`config.mk`:
```
export PLATFORM = sky130hd
export DESIGN_NAME = byterun1_row_decoder_core
export DESIGN_NICKNAME = d
export VERILOG_FILES = /design/src/hdl/br1_pkg.sv /design/src/hdl/br1_front.sv /design/src/hdl/br1_queue.sv /design/src/hdl/br1_back.sv /design/src/hdl/byterun1_row_decoder_core.sv
export SDC_FILE = /design/constraint.sdc
export NUM_CORES = 1
export LEC_CHECK = 0
export BUFFER_PORTS_ARGS = -buffer_cell sky130_fd_sc_hd__buf_2
export CAP_MARGIN = 20
export CELL_PAD_IN_SITES_DETAIL_PLACEMENT = 2
export CELL_PAD_IN_SITES_GLOBAL_PLACEMENT = 2
export CORE_MARGIN = 3
export CORE_UTILIZATION = 25
export DETAILED_ROUTE_END_ITERATION = 16
export PLACE_DENSITY_LB_ADDON = 0.2
export SYNTH_ARGS = -nofsm -noshare
export SYNTH_HDL_FRONTEND = slang
export SYNTH_SLANG_ARGS = --single-unit
```
`constraint.sdc`:
```
create_clock -name clk_i -period 8.9 [get_ports clk_i]
set_input_delay 1.335 -clock clk_i [delete_from_list [all_inputs] [get_ports clk_i]]
set_output_delay 1.335 -clock clk_i [all_outputs]
set_load 0.01 [all_outputs]
```
`src/hdl/br1_pkg.sv`:
```
// ----------------------------------------------------------------------------
// br1_pkg
// Shared types and constants of the byte run row decoder.
// ----------------------------------------------------------------------------
`default_nettype none

package br1_pkg;

  localparam int unsigned CfgIdxW  = 1;
  localparam int unsigned CfgDataW = 16;
  localparam int unsigned RowW     = 16;

  localparam logic [CfgIdxW-1:0] CFG_ROW_LENGTH = 1'b0;
  localparam logic [CfgIdxW-1:0] CFG_RAW_MODE   = 1'b1;

  localparam logic [RowW-1:0] ROW_LENGTH_RESET = 16'd40;
  localparam logic [7:0]      HDR_SKIP         = 8'd128;

  // One decoded result as it travels through the queue.
  typedef struct packed {
    logic [7:0] out_value;
    logic [7:0] run_length;
    logic       row_done;
    logic       clipped;
  } res_t;

endpackage : br1_pkg

`default_nettype wire

```
`src/hdl/br1_front.sv`:
```
// ----------------------------------------------------------------------------
// br1_front
// Accepts stream bytes, tracks header/literal/repeat phase and row position,
// and forms one result record per data byte.
// ----------------------------------------------------------------------------
`default_nettype none

module br1_front (
  input  wire logic                         clk_i,
  input  wire logic                         rst_ni,
  input  wire logic                         cfg_we_i,
  input  wire logic [br1_pkg::CfgIdxW-1:0]  cfg_index_i,
  input  wire logic [br1_pkg::CfgDataW-1:0] cfg_wdata_i,
  input  wire logic                         in_valid_i,
  input  wire logic [7:0]                   in_byte_i,
  input  wire logic                         space_i,
  output logic                              in_ready_o,
  output logic                              push_o,
  output br1_pkg::res_t                     res_o
);

  typedef enum logic [1:0] {
    PH_HEADER  = 2'd0,
    PH_LITERAL = 2'd1,
    PH_REPEAT  = 2'd2
  } phase_e;

  phase_e                     phase_q, phase_d;
  logic [6:0]                 lit_left_q, lit_left_d;
  logic [br1_pkg::RowW-1:0]   row_left_q, row_left_d;
  logic [br1_pkg::RowW-1:0]   row_length_q, row_length_d;
  logic                       raw_mode_q, raw_mode_d;
  logic [br1_pkg::RowW-1:0]   reload;
  logic [br1_pkg::RowW-1:0]   run_n;
  logic                       row_end;
  logic                       in_fire;

  assign in_ready_o = space_i;
  assign in_fire    = in_valid_i && space_i;
  assign reload     = (row_length_q == '0) ? br1_pkg::RowW'(1) : row_length_q;
  assign row_end    = (row_left_q <= br1_pkg::RowW'(1));
  assign run_n      = br1_pkg::RowW'(lit_left_q) + br1_pkg::RowW'(1);

  always_comb begin
    phase_d      = phase_q;
    lit_left_d   = lit_left_q;
    row_left_d   = row_left_q;
    row_length_d = row_length_q;
    raw_mode_d   = raw_mode_q;
    push_o       = 1'b0;
    res_o        = '0;

    if (in_fire) begin
      res_o.out_value  = in_byte_i;
      res_o.run_length = 8'd1;
      if (raw_mode_q) begin
        push_o         = 1'b1;
        res_o.row_done = row_end;
        row_left_d     = row_end ? reload : row_left_q - br1_pkg::RowW'(1);
      end else begin
        case (phase_q)
          PH_LITERAL: begin
            push_o         = 1'b1;
            res_o.row_done = row_end;
            if (row_end) begin
              res_o.clipped = (lit_left_q != '0);
              row_left_d    = reload;
              phase_d       = PH_HEADER;
              lit_left_d    = '0;
            end else begin
              row_left_d = row_left_q - br1_pkg::RowW'(1);
              if (lit_left_q == '0) begin
                phase_d = PH_HEADER;
              end else begin
                lit_left_d = lit_left_q - 7'd1;
              end
            end
          end
          PH_REPEAT: begin
            push_o = 1'b1;
            // The run ends the row once it reaches the bytes owed; it is clipped only if it exceeds them.
            if (run_n >= row_left_q) begin
              res_o.run_length = row_left_q[7:0];
              res_o.clipped    = (run_n > row_left_q);
              res_o.row_done   = 1'b1;
              row_left_d       = reload;
            end else begin
              res_o.run_length = run_n[7:0];
              row_left_d       = row_left_q - run_n;
            end
            phase_d    = PH_HEADER;
            lit_left_d = '0;
          end
          default: begin
            if (in_byte_i < br1_pkg::HDR_SKIP) begin
              phase_d    = PH_LITERAL;
              lit_left_d = in_byte_i[6:0];
            end else if (in_byte_i > br1_pkg::HDR_SKIP) begin
              phase_d    = PH_REPEAT;
              lit_left_d = 7'(8'd0 - in_byte_i);
            end else begin
              phase_d    = PH_HEADER;
              lit_left_d = '0;
            end
          end
        endcase
      end
    end

    if (cfg_we_i) begin
      case (cfg_index_i)
        br1_pkg::CFG_ROW_LENGTH: begin
          row_length_d = cfg_wdata_i;
          row_left_d   = (cfg_wdata_i == '0) ? br1_pkg::RowW'(1) : cfg_wdata_i;
          phase_d      = PH_HEADER;
          lit_left_d   = '0;
        end
        br1_pkg::CFG_RAW_MODE: begin
          raw_mode_d = cfg_wdata_i[0];
        end
        default: begin
          raw_mode_d = raw_mode_q;
        end
      endcase
    end
  end

  always_ff @(posedge clk_i or negedge rst_ni) begin
    if (!rst_ni) begin
      phase_q      <= PH_HEADER;
      lit_left_q   <= '0;
      row_left_q   <= br1_pkg::ROW_LENGTH_RESET;
      row_length_q <= br1_pkg::ROW_LENGTH_RESET;
      raw_mode_q   <= 1'b0;
    end else begin
      phase_q      <= phase_d;
      lit_left_q   <= lit_left_d;
      row_left_q   <= row_left_d;
      row_length_q <= row_length_d;
      raw_mode_q   <= raw_mode_d;
    end
  end

`ifndef SYNTHESIS
  a_row_left_nonzero: assert property (@(posedge clk_i) disable iff (!rst_ni)
    row_left_q != '0)
    else $error("row position counter reached zero");

  a_clip_ends_row: assert property (@(posedge clk_i) disable iff (!rst_ni)
    push_o && res_o.clipped |-> res_o.row_done)
    else $error("clipped result does not end the row");

  a_run_within_row: assert property (@(posedge clk_i) disable iff (!rst_ni)
    push_o |-> (res_o.run_length != 8'd0) &&
               (br1_pkg::RowW'(res_o.run_length) <= row_left_q))
    else $error("result run exceeds bytes owed to the row");

  a_header_no_result: assert property (@(posedge clk_i) disable iff (!rst_ni)
    in_fire && !raw_mode_q && (phase_q == PH_HEADER) |-> !push_o)
    else $error("header byte produced a result");
`endif

endmodule : br1_front

`default_nettype wire

```
`src/hdl/br1_queue.sv`:
```
// ----------------------------------------------------------------------------
// br1_queue
// Short register queue of result records between front and back.
// ----------------------------------------------------------------------------
`default_nettype none

module br1_queue #(
  parameter int unsigned DEPTH = 2
) (
  input  wire logic          clk_i,
  input  wire logic          rst_ni,
  input  wire logic          push_i,
  input  wire br1_pkg::res_t push_data_i,
  input  wire logic          pop_i,
  output logic               space_o,
  output logic               avail_o,
  output br1_pkg::res_t      head_o
);

  localparam int unsigned PtrW = (DEPTH > 1) ? $clog2(DEPTH) : 1;
  localparam int unsigned CntW = $clog2(DEPTH + 1);

  br1_pkg::res_t   mem_q [DEPTH];
  logic [PtrW-1:0] wr_ptr_q, rd_ptr_q;
  logic [CntW-1:0] count_q;
  logic            do_push, do_pop;

  assign space_o = (count_q != CntW'(DEPTH));
  assign avail_o = (count_q != '0);
  assign head_o  = mem_q[rd_ptr_q];
  assign do_push = push_i && space_o;
  assign do_pop  = pop_i && avail_o;

  always_ff @(posedge clk_i) begin
    if (do_push) begin
      mem_q[wr_ptr_q] <= push_data_i;
    end
  end

  always_ff @(posedge clk_i or negedge rst_ni) begin
    if (!rst_ni) begin
      wr_ptr_q <= '0;
      rd_ptr_q <= '0;
      count_q  <= '0;
    end else begin
      if (do_push) begin
        wr_ptr_q <= (wr_ptr_q == PtrW'(DEPTH - 1)) ? '0 : wr_ptr_q + PtrW'(1);
      end
      if (do_pop) begin
        rd_ptr_q <= (rd_ptr_q == PtrW'(DEPTH - 1)) ? '0 : rd_ptr_q + PtrW'(1);
      end
      if (do_push && !do_pop) begin
        count_q <= count_q + CntW'(1);
      end else if (do_pop && !do_push) begin
        count_q <= count_q - CntW'(1);
      end
    end
  end

`ifndef SYNTHESIS
  a_no_overflow: assert property (@(posedge clk_i) disable iff (!rst_ni)
    push_i |-> space_o)
    else $error("push into a full queue");

  a_count_bound: assert property (@(posedge clk_i) disable iff (!rst_ni)
    count_q <= CntW'(DEPTH))
    else $error("queue count out of range");

  a_count_track: assert property (@(posedge clk_i) disable iff (!rst_ni)
    do_push && !do_pop |=> count_q == $past(count_q) + CntW'(1))
    else $error("queue count did not follow a push");
`endif

endmodule : br1_queue

`default_nettype wire

```
`src/hdl/br1_back.sv`:
```
// ----------------------------------------------------------------------------
// br1_back
// Output stage: takes result records from the queue and holds each on the
// output ports until the receiver takes it.
// ----------------------------------------------------------------------------
`default_nettype none

module br1_back (
  input  wire logic          clk_i,
  input  wire logic          rst_ni,
  input  wire logic          avail_i,
  input  wire br1_pkg::res_t head_i,
  output logic               pop_o,
  input  wire logic          out_ready_i,
  output logic               out_valid_o,
  output logic [7:0]         out_value_o,
  output logic [7:0]         run_length_o,
  output logic               row_done_o,
  output logic               clipped_o
);

  logic          valid_q;
  br1_pkg::res_t data_q;

  // The stage reloads whenever it is empty or its current result leaves.
  assign pop_o = avail_i && (!valid_q || out_ready_i);

  always_ff @(posedge clk_i or negedge rst_ni) begin
    if (!rst_ni) begin
      valid_q <= 1'b0;
    end else if (!valid_q || out_ready_i) begin
      valid_q <= avail_i;
    end
  end

  always_ff @(posedge clk_i) begin
    if (pop_o) begin
      data_q <= head_i;
    end
  end

  assign out_valid_o  = valid_q;
  assign out_value_o  = data_q.out_value;
  assign run_length_o = data_q.run_length;
  assign row_done_o   = data_q.row_done;
  assign clipped_o    = data_q.clipped;

`ifndef SYNTHESIS
  a_hold_when_stalled: assert property (@(posedge clk_i) disable iff (!rst_ni)
    valid_q && !out_ready_i |=> valid_q && $stable(data_q))
    else $error("output stage changed while stalled");

  a_pop_needs_room: assert property (@(posedge clk_i) disable iff (!rst_ni)
    pop_o |-> avail_i && (!valid_q || out_ready_i))
    else $error("queue popped without room in output stage");

  a_nonzero_run: assert property (@(posedge clk_i) disable iff (!rst_ni)
    valid_q |-> data_q.run_length != 8'd0)
    else $error("output result has zero run length");
`endif

endmodule : br1_back

`default_nettype wire

```
`src/hdl/byterun1_row_decoder_core.sv`:
```
// ----------------------------------------------------------------------------
// byterun1_row_decoder_core
// Byte run (PackBits) row decoder with independent input and output sides.
// ----------------------------------------------------------------------------
// Usage:
//   Input channel (in_valid_i/in_ready_o/in_byte_i) takes one compressed byte
//   per transaction. Header bytes produce nothing; each literal byte yields
//   one result of run length 1; a repeat value byte yields one result with
//   its run length. Results leave on out_valid_o/out_ready_i.
//   Throughput is one byte per cycle while the queue has space: the front
//   decoder updates phase and row position for each accepted byte. A result
//   is written into the queue when its byte is accepted and then moves to
//   the output register once that register is empty or its result leaves.
//   The two-entry queue lets the front keep taking bytes while a result
//   waits; when the receiver stalls, the queue fills and in_ready_o drops
//   until the output register drains.
//   Configuration writes (cfg_we_i) take effect at once; write only while
//   the block is idle. Writing row_length restarts the row and the header
//   phase; raw_mode passes bytes through while still counting the row.
//   Reset clears the queue and output stage, sets row_length to 40 and
//   selects decoding mode.
// ----------------------------------------------------------------------------
`default_nettype none

module byterun1_row_decoder_core #(
  parameter int unsigned QUEUE_DEPTH = 2
) (
  input  wire logic                         clk_i,
  input  wire logic                         rst_ni,
  input  wire logic                         cfg_we_i,
  input  wire logic [br1_pkg::CfgIdxW-1:0]  cfg_index_i,
  input  wire logic [br1_pkg::CfgDataW-1:0] cfg_wdata_i,
  input  wire logic                         in_valid_i,
  output logic                              in_ready_o,
  input  wire logic [7:0]                   in_byte_i,
  output logic                              out_valid_o,
  input  wire logic                         out_ready_i,
  output logic [7:0]                        out_value_o,
  output logic [7:0]                        run_length_o,
  output logic                              row_done_o,
  output logic                              clipped_o
);

  br1_pkg::res_t push_data, head;
  logic          push, space, avail, pop;

  br1_front u_front (
    .clk_i       (clk_i),
    .rst_ni      (rst_ni),
    .cfg_we_i    (cfg_we_i),
    .cfg_index_i (cfg_index_i),
    .cfg_wdata_i (cfg_wdata_i),
    .in_valid_i  (in_valid_i),
    .in_byte_i   (in_byte_i),
    .space_i     (space),
    .in_ready_o  (in_ready_o),
    .push_o      (push),
    .res_o       (push_data)
  );

  br1_queue #(
    .DEPTH (QUEUE_DEPTH)
  ) u_queue (
    .clk_i       (clk_i),
    .rst_ni      (rst_ni),
    .push_i      (push),
    .push_data_i (push_data),
    .pop_i       (pop),
    .space_o     (space),
    .avail_o     (avail),
    .head_o      (head)
  );

  br1_back u_back (
    .clk_i        (clk_i),
    .rst_ni       (rst_ni),
    .avail_i      (avail),
    .head_i       (head),
    .pop_o        (pop),
    .out_ready_i  (out_ready_i),
    .out_valid_o  (out_valid_o),
    .out_value_o  (out_value_o),
    .run_length_o (run_length_o),
    .row_done_o   (row_done_o),
    .clipped_o    (clipped_o)
  );

endmodule : byterun1_row_decoder_core

`default_nettype wire
```
# Word level (Yosys, flattened, before mapping)
# Memories as Yosys holds them, arrays and structs flattened. A register that Yosys moved wholly into a read port is not among the register bits.
# Index checks and enable logic that the tools add are counted.
# totals
elab_cells,92
reg_bits,47
mem_bits_rw,36
memories,1
# op_classes
n_eq_ne,3
add_sub_neg,9
n_reduce_logical,19
magnitude_cmp,5
muxes,45
bitwise_logic,1
# mem_list
memory,depth,word_bits,rd,rd_ports_with_merged_regs,wr,line,source
u_queue.mem_q,2,18,1,1,1,br1_queue.sv:23,br1_pkg::res_t mem_q [DEPTH];
# ops
operator,n
$mux W16,8
$mux W7,8
$logic_not A16 Y1,2
$pmux W16 S2,1
$mux W8,3
$mux W2,11
$mux W18,1
$ge A16 B16 Y1,1
$gt A16 B16 Y1,1
$le A16 B1 Y1 const B,1
$sub A16 B1 Y16 const B,1
$sub A16 B16 Y16,1
$pmux W7 S2,1
$mux W1,10
$add A7 B1 Y8 const B,1
$gt A8 B8 Y1 const B,1
$lt A8 B8 Y1 const B,1
$pmux W2 S2,2
$logic_not A7 Y1,1
$reduce_bool A7 Y1,1
$sub A1 B7 Y7 const A,1
$sub A7 B1 Y7 const B,1
$logic_and A1 B1 Y1,6
$reduce_and A2 Y1,2
11 further kinds,15

# Logic depth before layout (Yosys ltp)
# depth
ltp_word,10
depth_mapped,12
ltp_nobuf,11

# Modules after synthesis
# Synthesis repeated with hierarchy kept, for this count alone.
# hier_totals
cells_unflattened,609
area_unflattened_um2,6037.0
# modules_own_cells
mod,cells_each,n_inst,seq_area_each_um2,area_each_um2
br1_front,513,1,1056.0,3910.0
br1_queue,74,1,1181.1,1542.7
br1_back,22,1,565.5,584.3

# Least setup slack after synthesis
# No wires, ideal clock.
# synth_path
path_type,reg2reg
start,reg u_front.lit_left_q[0]
end,"mem u_queue.mem_q[0][5] (netlist name), data pin"
arrival_time_ns,3.007
period_less_slack_ns,3.191
setup_ns,0.184
path_stages_with_launch,11
slack_ns,5.709
required_ns,8.716
cell_sequence,dfrtp_1 inv_1 ha_1 fa_1 nand2b_1 a211oi_1 o31ai_1 nand2_1 clkbuf_1 nor2_1 a211oi_1
# synth_rtl
element,line,source
start: declaration,br1_front.sv:29,"logic [6:0] lit_left_q, lit_left_d;"
start signal: assignment,br1_front.sv:137,lit_left_q <= lit_left_d;
end: declaration,br1_queue.sv:23,

==> flow_summary.rst <==
.. list-table::
   :header-rows: 1

   * - Metric
     - Value
   * - Total wire length after detailed routing
     - 21.2 mm
   * - Die area
     - 0.0258 mm2
   * - Register bit total from synthesis
     - 101
   * - Vias per cell
     - 5.25
   * - Crit path arrival time
     - 4.34 ns
   * - Vias
     - 5,133
   * - Maximum VDD drop
     - 0.0860 mV
   * - Area added between synthesis and finish
     - 13.8%
   * - Number of global-route vias before repair
     - 5,654
   * - Sequential area share after synthesis
     - 46.8%
   * - Worst-case clock buffer depth
     - 2
   * - Critical Path Start Type
     - flop
   * - Crit. End Element
     - flop
   * - Data required time of the worst path
     - ~9 ns
   * - Top post-synthesis cells by area
     - sky130_fd_sc_hd__edfxtp_1 27%, sky130_fd_sc_hd__dfrtp_1 18%, sky130_fd_sc_hd__nand2_1 4.7%
   * - Worst hold margin
     - between 0.4 and 0.5 ns
   * - Met3 wirelength from detailed routing
     - 861 um
   * - Last weighted congestion value of the routability-driven placer
     - 0.837
   * - Worst-Skew Late Latency
     - between 0.3 and 0.4 ns
   * - Number of antenna diodes
     - 0
   * - Status
     - finished, final reports clean
   * - Hold/Removal Path Class
     - reg -> reg
   * - Setup repair after global routing missed its margin
     - false
   * - Buffers on Ports
     - 49
   * - Total grt overflow
     - 0
   * - Initial antenna violation count
     - 0
   * - Number of enable-type register cells in the synthesized netlist
     - 54
   * - Largest fanout on the critical path
     - 18
   * - Max-cap check violation count
     - 0
   * - Synthesized cell area
     - 0.00599 mm2
   * - Fraction of final layout cells sized beyond drive strength 1
     - 16.3%
   * - Initial Util
     - between 20% and 30%
   * - Number of buffers added for setup after CTS
     - 0
   * - Post-Synthesis Cells
     - about 620
   * - Number of distinct library cells after synthesis
     - 67
   * - DR pass1 iterations
     - 4
   * - M1 wire length
     - a little under 10 mm
   * - Slew at the pin with the worst max-slew slack
     - 1.06 ns
   * - GRT Total Usage
     - 16.9%
   * - Slew headroom
     - 29.0%
   * - Number of ports placed on the die boundary
     - 50
   * - Uppermost layer routed
     - met4
   * - Die X
     - 161 um
   * - Max Clock Skew
     - 0.00800 ns
   * - Fin cells
     - approximately 980
   * - Setup CP Type
     - reg -> reg
   * - Max Transition Viols Final
     - 0
   * - Number of instances in the placed design
     - 960
   * - Hold buffer count at cts
     - 0
   * - Post-synthesis async set-or-reset flop share
     - 46.5%
   * - TritonCTS Sinks
     - 101
   * - Clock Tree Root
     - sky130_fd_sc_hd__clkbuf_16
   * - Min Tclk post-route
     - 4.21 ns
   * - Most frequent cell after synthesis
     - sky130_fd_sc_hd__nand2_1
   * - Total leakage power
     - 0.00255 uW
   * - Remaining antenna violation count after routing
     - 0
   * - Post-Syn Nets
     - around 670
   * - Wire length of the first global-routing pass
     - 34.0 mm
   * - Synthesized area per cell
     - a little under 10 um2
   * - Num rows
     - 56
   * - Post-layout nets
     - 701
   * - Detail-routed net length per standard cell
     - 21.7 um
   * - Most area-hungry cell type in the Yosys netlist
     - sky130_fd_sc_hd__edfxtp_1
   * - Setup TNS
     - 0 ns
   * - Number of filler instances in the final layout
     - 2,646
   * - Metal2 WL
     - ~10 mm
   * - Fraction of the cycle the final worst path needs
     - 47.3%
   * - H-tree lvl count
     - 3
   * - Placed wire-length estimate after detailed placement
     - ~16 mm
   * - Main synth FF type
     - sky130_fd_sc_hd__edfxtp_1
   * - Maximum achievable frequency
     - 0.238 GHz
   * - P per Cell Area
     - 304 mW/mm2
   * - Iteration-0 DRC count of the detailed router
     - 330
   * - Post-cts gate resize count
     - 0
   * - Total count of hold-check failures in the final report
     - 0
   * - Core ar.
     - 0.0235 mm2
   * - Yosys warning count
     - 0
   * - Vertical die dimension
     - 161 um
   * - Inserted Clock Buffers
     - 9
   * - Clock tree from TritonCTS
     - done
   * - Area share of the leading cell type in the synthesized netlist
     - 27.1%
   * - Final Power
     - between 2000 and 2500 uW
   * - Leading cell types by count after synthesis
     - 75 x sky130_fd_sc_hd__nand2_1, 54 x sky130_fd_sc_hd__edfxtp_1, 54 x sky130_fd_sc_hd__nor2_1
   * - Clock transition at the registers of the reported paths
     - around 0.07 ns
   * - Total of endpoints with negative setup slack in the final report
     - 0
   * - Pin count of the biggest net entering global routing
     - 48
   * - Post-route DRC violation count
     - 0
==> per-layer routing <==
layer	up-vias	track usage, %
li1	2382	-
met1	2628	22.7
met3	21	2.81
met4	0	4.69
met2	102	28.2
met5	-	0
==> cells in the final DEF (no fill, tap or decap), drive strengths merged, types with 6 or more instances in the layout <==
cell type,synthesis,routed
buf,5,55
a221oi,8,8
mux2,21,21
or4,6,6
and3,8,8
nand2b,10,10
dfrtp,43,43
nor2b,6,6
a21oi,29,29
nand3,22,22
o21ai,40,40
o211ai,7,7
or3,8,8
xnor2,14,14
o31ai,10,10
clkbuf,31,9
ha,17,17
nor3,17,17
a211oi,10,10
nor4,19,19
nor2,56,56
edfxtp,54,54
nand2,76,76
inv,20,23
a31oi,8,8
xor2,9,9
==> cells by family (layout without fill, tap and decap cells) <==
group / Yosys count / count (layout) / synth area share, %
AOI/OAI and AO/OA: 155 / 155 / 17.3
xor gates and xnor gates: 23 / 23 / 3.36
adders and majority gates: 18 / 18 / 3.89
buffers and inverters: 57 / 92 / 3.91
DFF: 101 / 101 / 46.8
muxes: 22 / 22 / 4.12
and+or+nand+nor: 247 / 247 / 20.6
==> where the power goes <==
group	internal, uW	leakage, uW	switching [uW]	total (uW)
sequential	652	0.00109	153	805
clock	196	0.000141	200	396
combinational	332	0.00132	536	868
==> worst max-delay path, stage by stage (launching register included) <==
cell                       delay [ns]
sky130_fd_sc_hd__dfrtp_1         0.47
sky130_fd_sc_hd__ha_1            0.24
sky130_fd_sc_hd__nand3_1         0.12
sky130_fd_sc_hd__nor2_1          0.18
sky130_fd_sc_hd__xnor2_1         0.18
sky130_fd_sc_hd__ha_1            0.34
sky130_fd_sc_hd__o21ai_0         0.30
sky130_fd_sc_hd__nor2_1          0.19
sky130_fd_sc_hd__o31ai_1         0.72
sky130_fd_sc_hd__nand2_1         0.70
sky130_fd_sc_hd__a211oi_1        0.54
==> layout make-up <==
cell class / instances / area (um2) / area share (%)
timing repair buffer: 55 / 290 / 4.26
inverter: 21 / 78.8 / 1.16
multi-input combinational: 465 / 2950 / 43.3
clock buffer: 9 / 225 / 3.30
sequential: 101 / 2800 / 41.1
clock inverter: 7 / 66.3 / 0.973
tap: 319 / 399 / 5.86
==> stage by stage <==
step	util (%)	cell area (um2)	setup slack, ns
after floorplan	-	5990	5.71
after global placement	27.8	6520	5.11
after detailed placement	27.8	6520	4.76
after CTS	29.0	6810	4.72
after global routing	29.0	6820	4.29
final	29.0	6820	4.69
==> registers in the layout, indices dropped and copies added (netlist names) <==
signal                cells
u_queue.count_q           2
u_queue.mem_q            36
u_back.row_done_o         1
u_front.row_length_q     16
u_back.out_valid_o        1
u_front.raw_mode_q        1
u_queue.wr_ptr_q          1
u_back.clipped_o          1
u_front.lit_left_q        7
u_front.row_left_q       16
u_back.out_value_o        8
u_front.phase_q           2
u_back.run_length_o       8
u_queue.rd_ptr_q          1
==> path summary, 6_finish.rpt <==
kind | startpoint | endpoint | slack (ns) | depth (start not counted)
min in group asynchronous | rst_ni | u_front.raw_mode_q$_DFFE_PN0P_ | 1.10 | 2
max | u_front.lit_left_q[1]$_DFF_PN0_ | u_queue.mem_q[1][5]$_DFFE_PP_ | 4.69 | 10
min reg2reg | u_front.row_length_q[0]$_DFFE_PN0P_ | u_front.row_length_q[0]$_DFFE_PN0P_ | 0.49 | 2
max reg2reg | u_front.lit_left_q[1]$_DFF_PN0_ | u_queue.mem_q[1][5]$_DFFE_PP_ | 4.69 | 10
min | u_front.row_length_q[0]$_DFFE_PN0P_ | u_front.row_length_q[0]$_DFFE_PN0P_ | 0.49 | 2
max in group asynchronous | rst_ni | u_queue.count_q[0]$_DFFE_PN0P_ | 7.30 | 2
No activity file was read; power rests on OpenSTA's default activity.
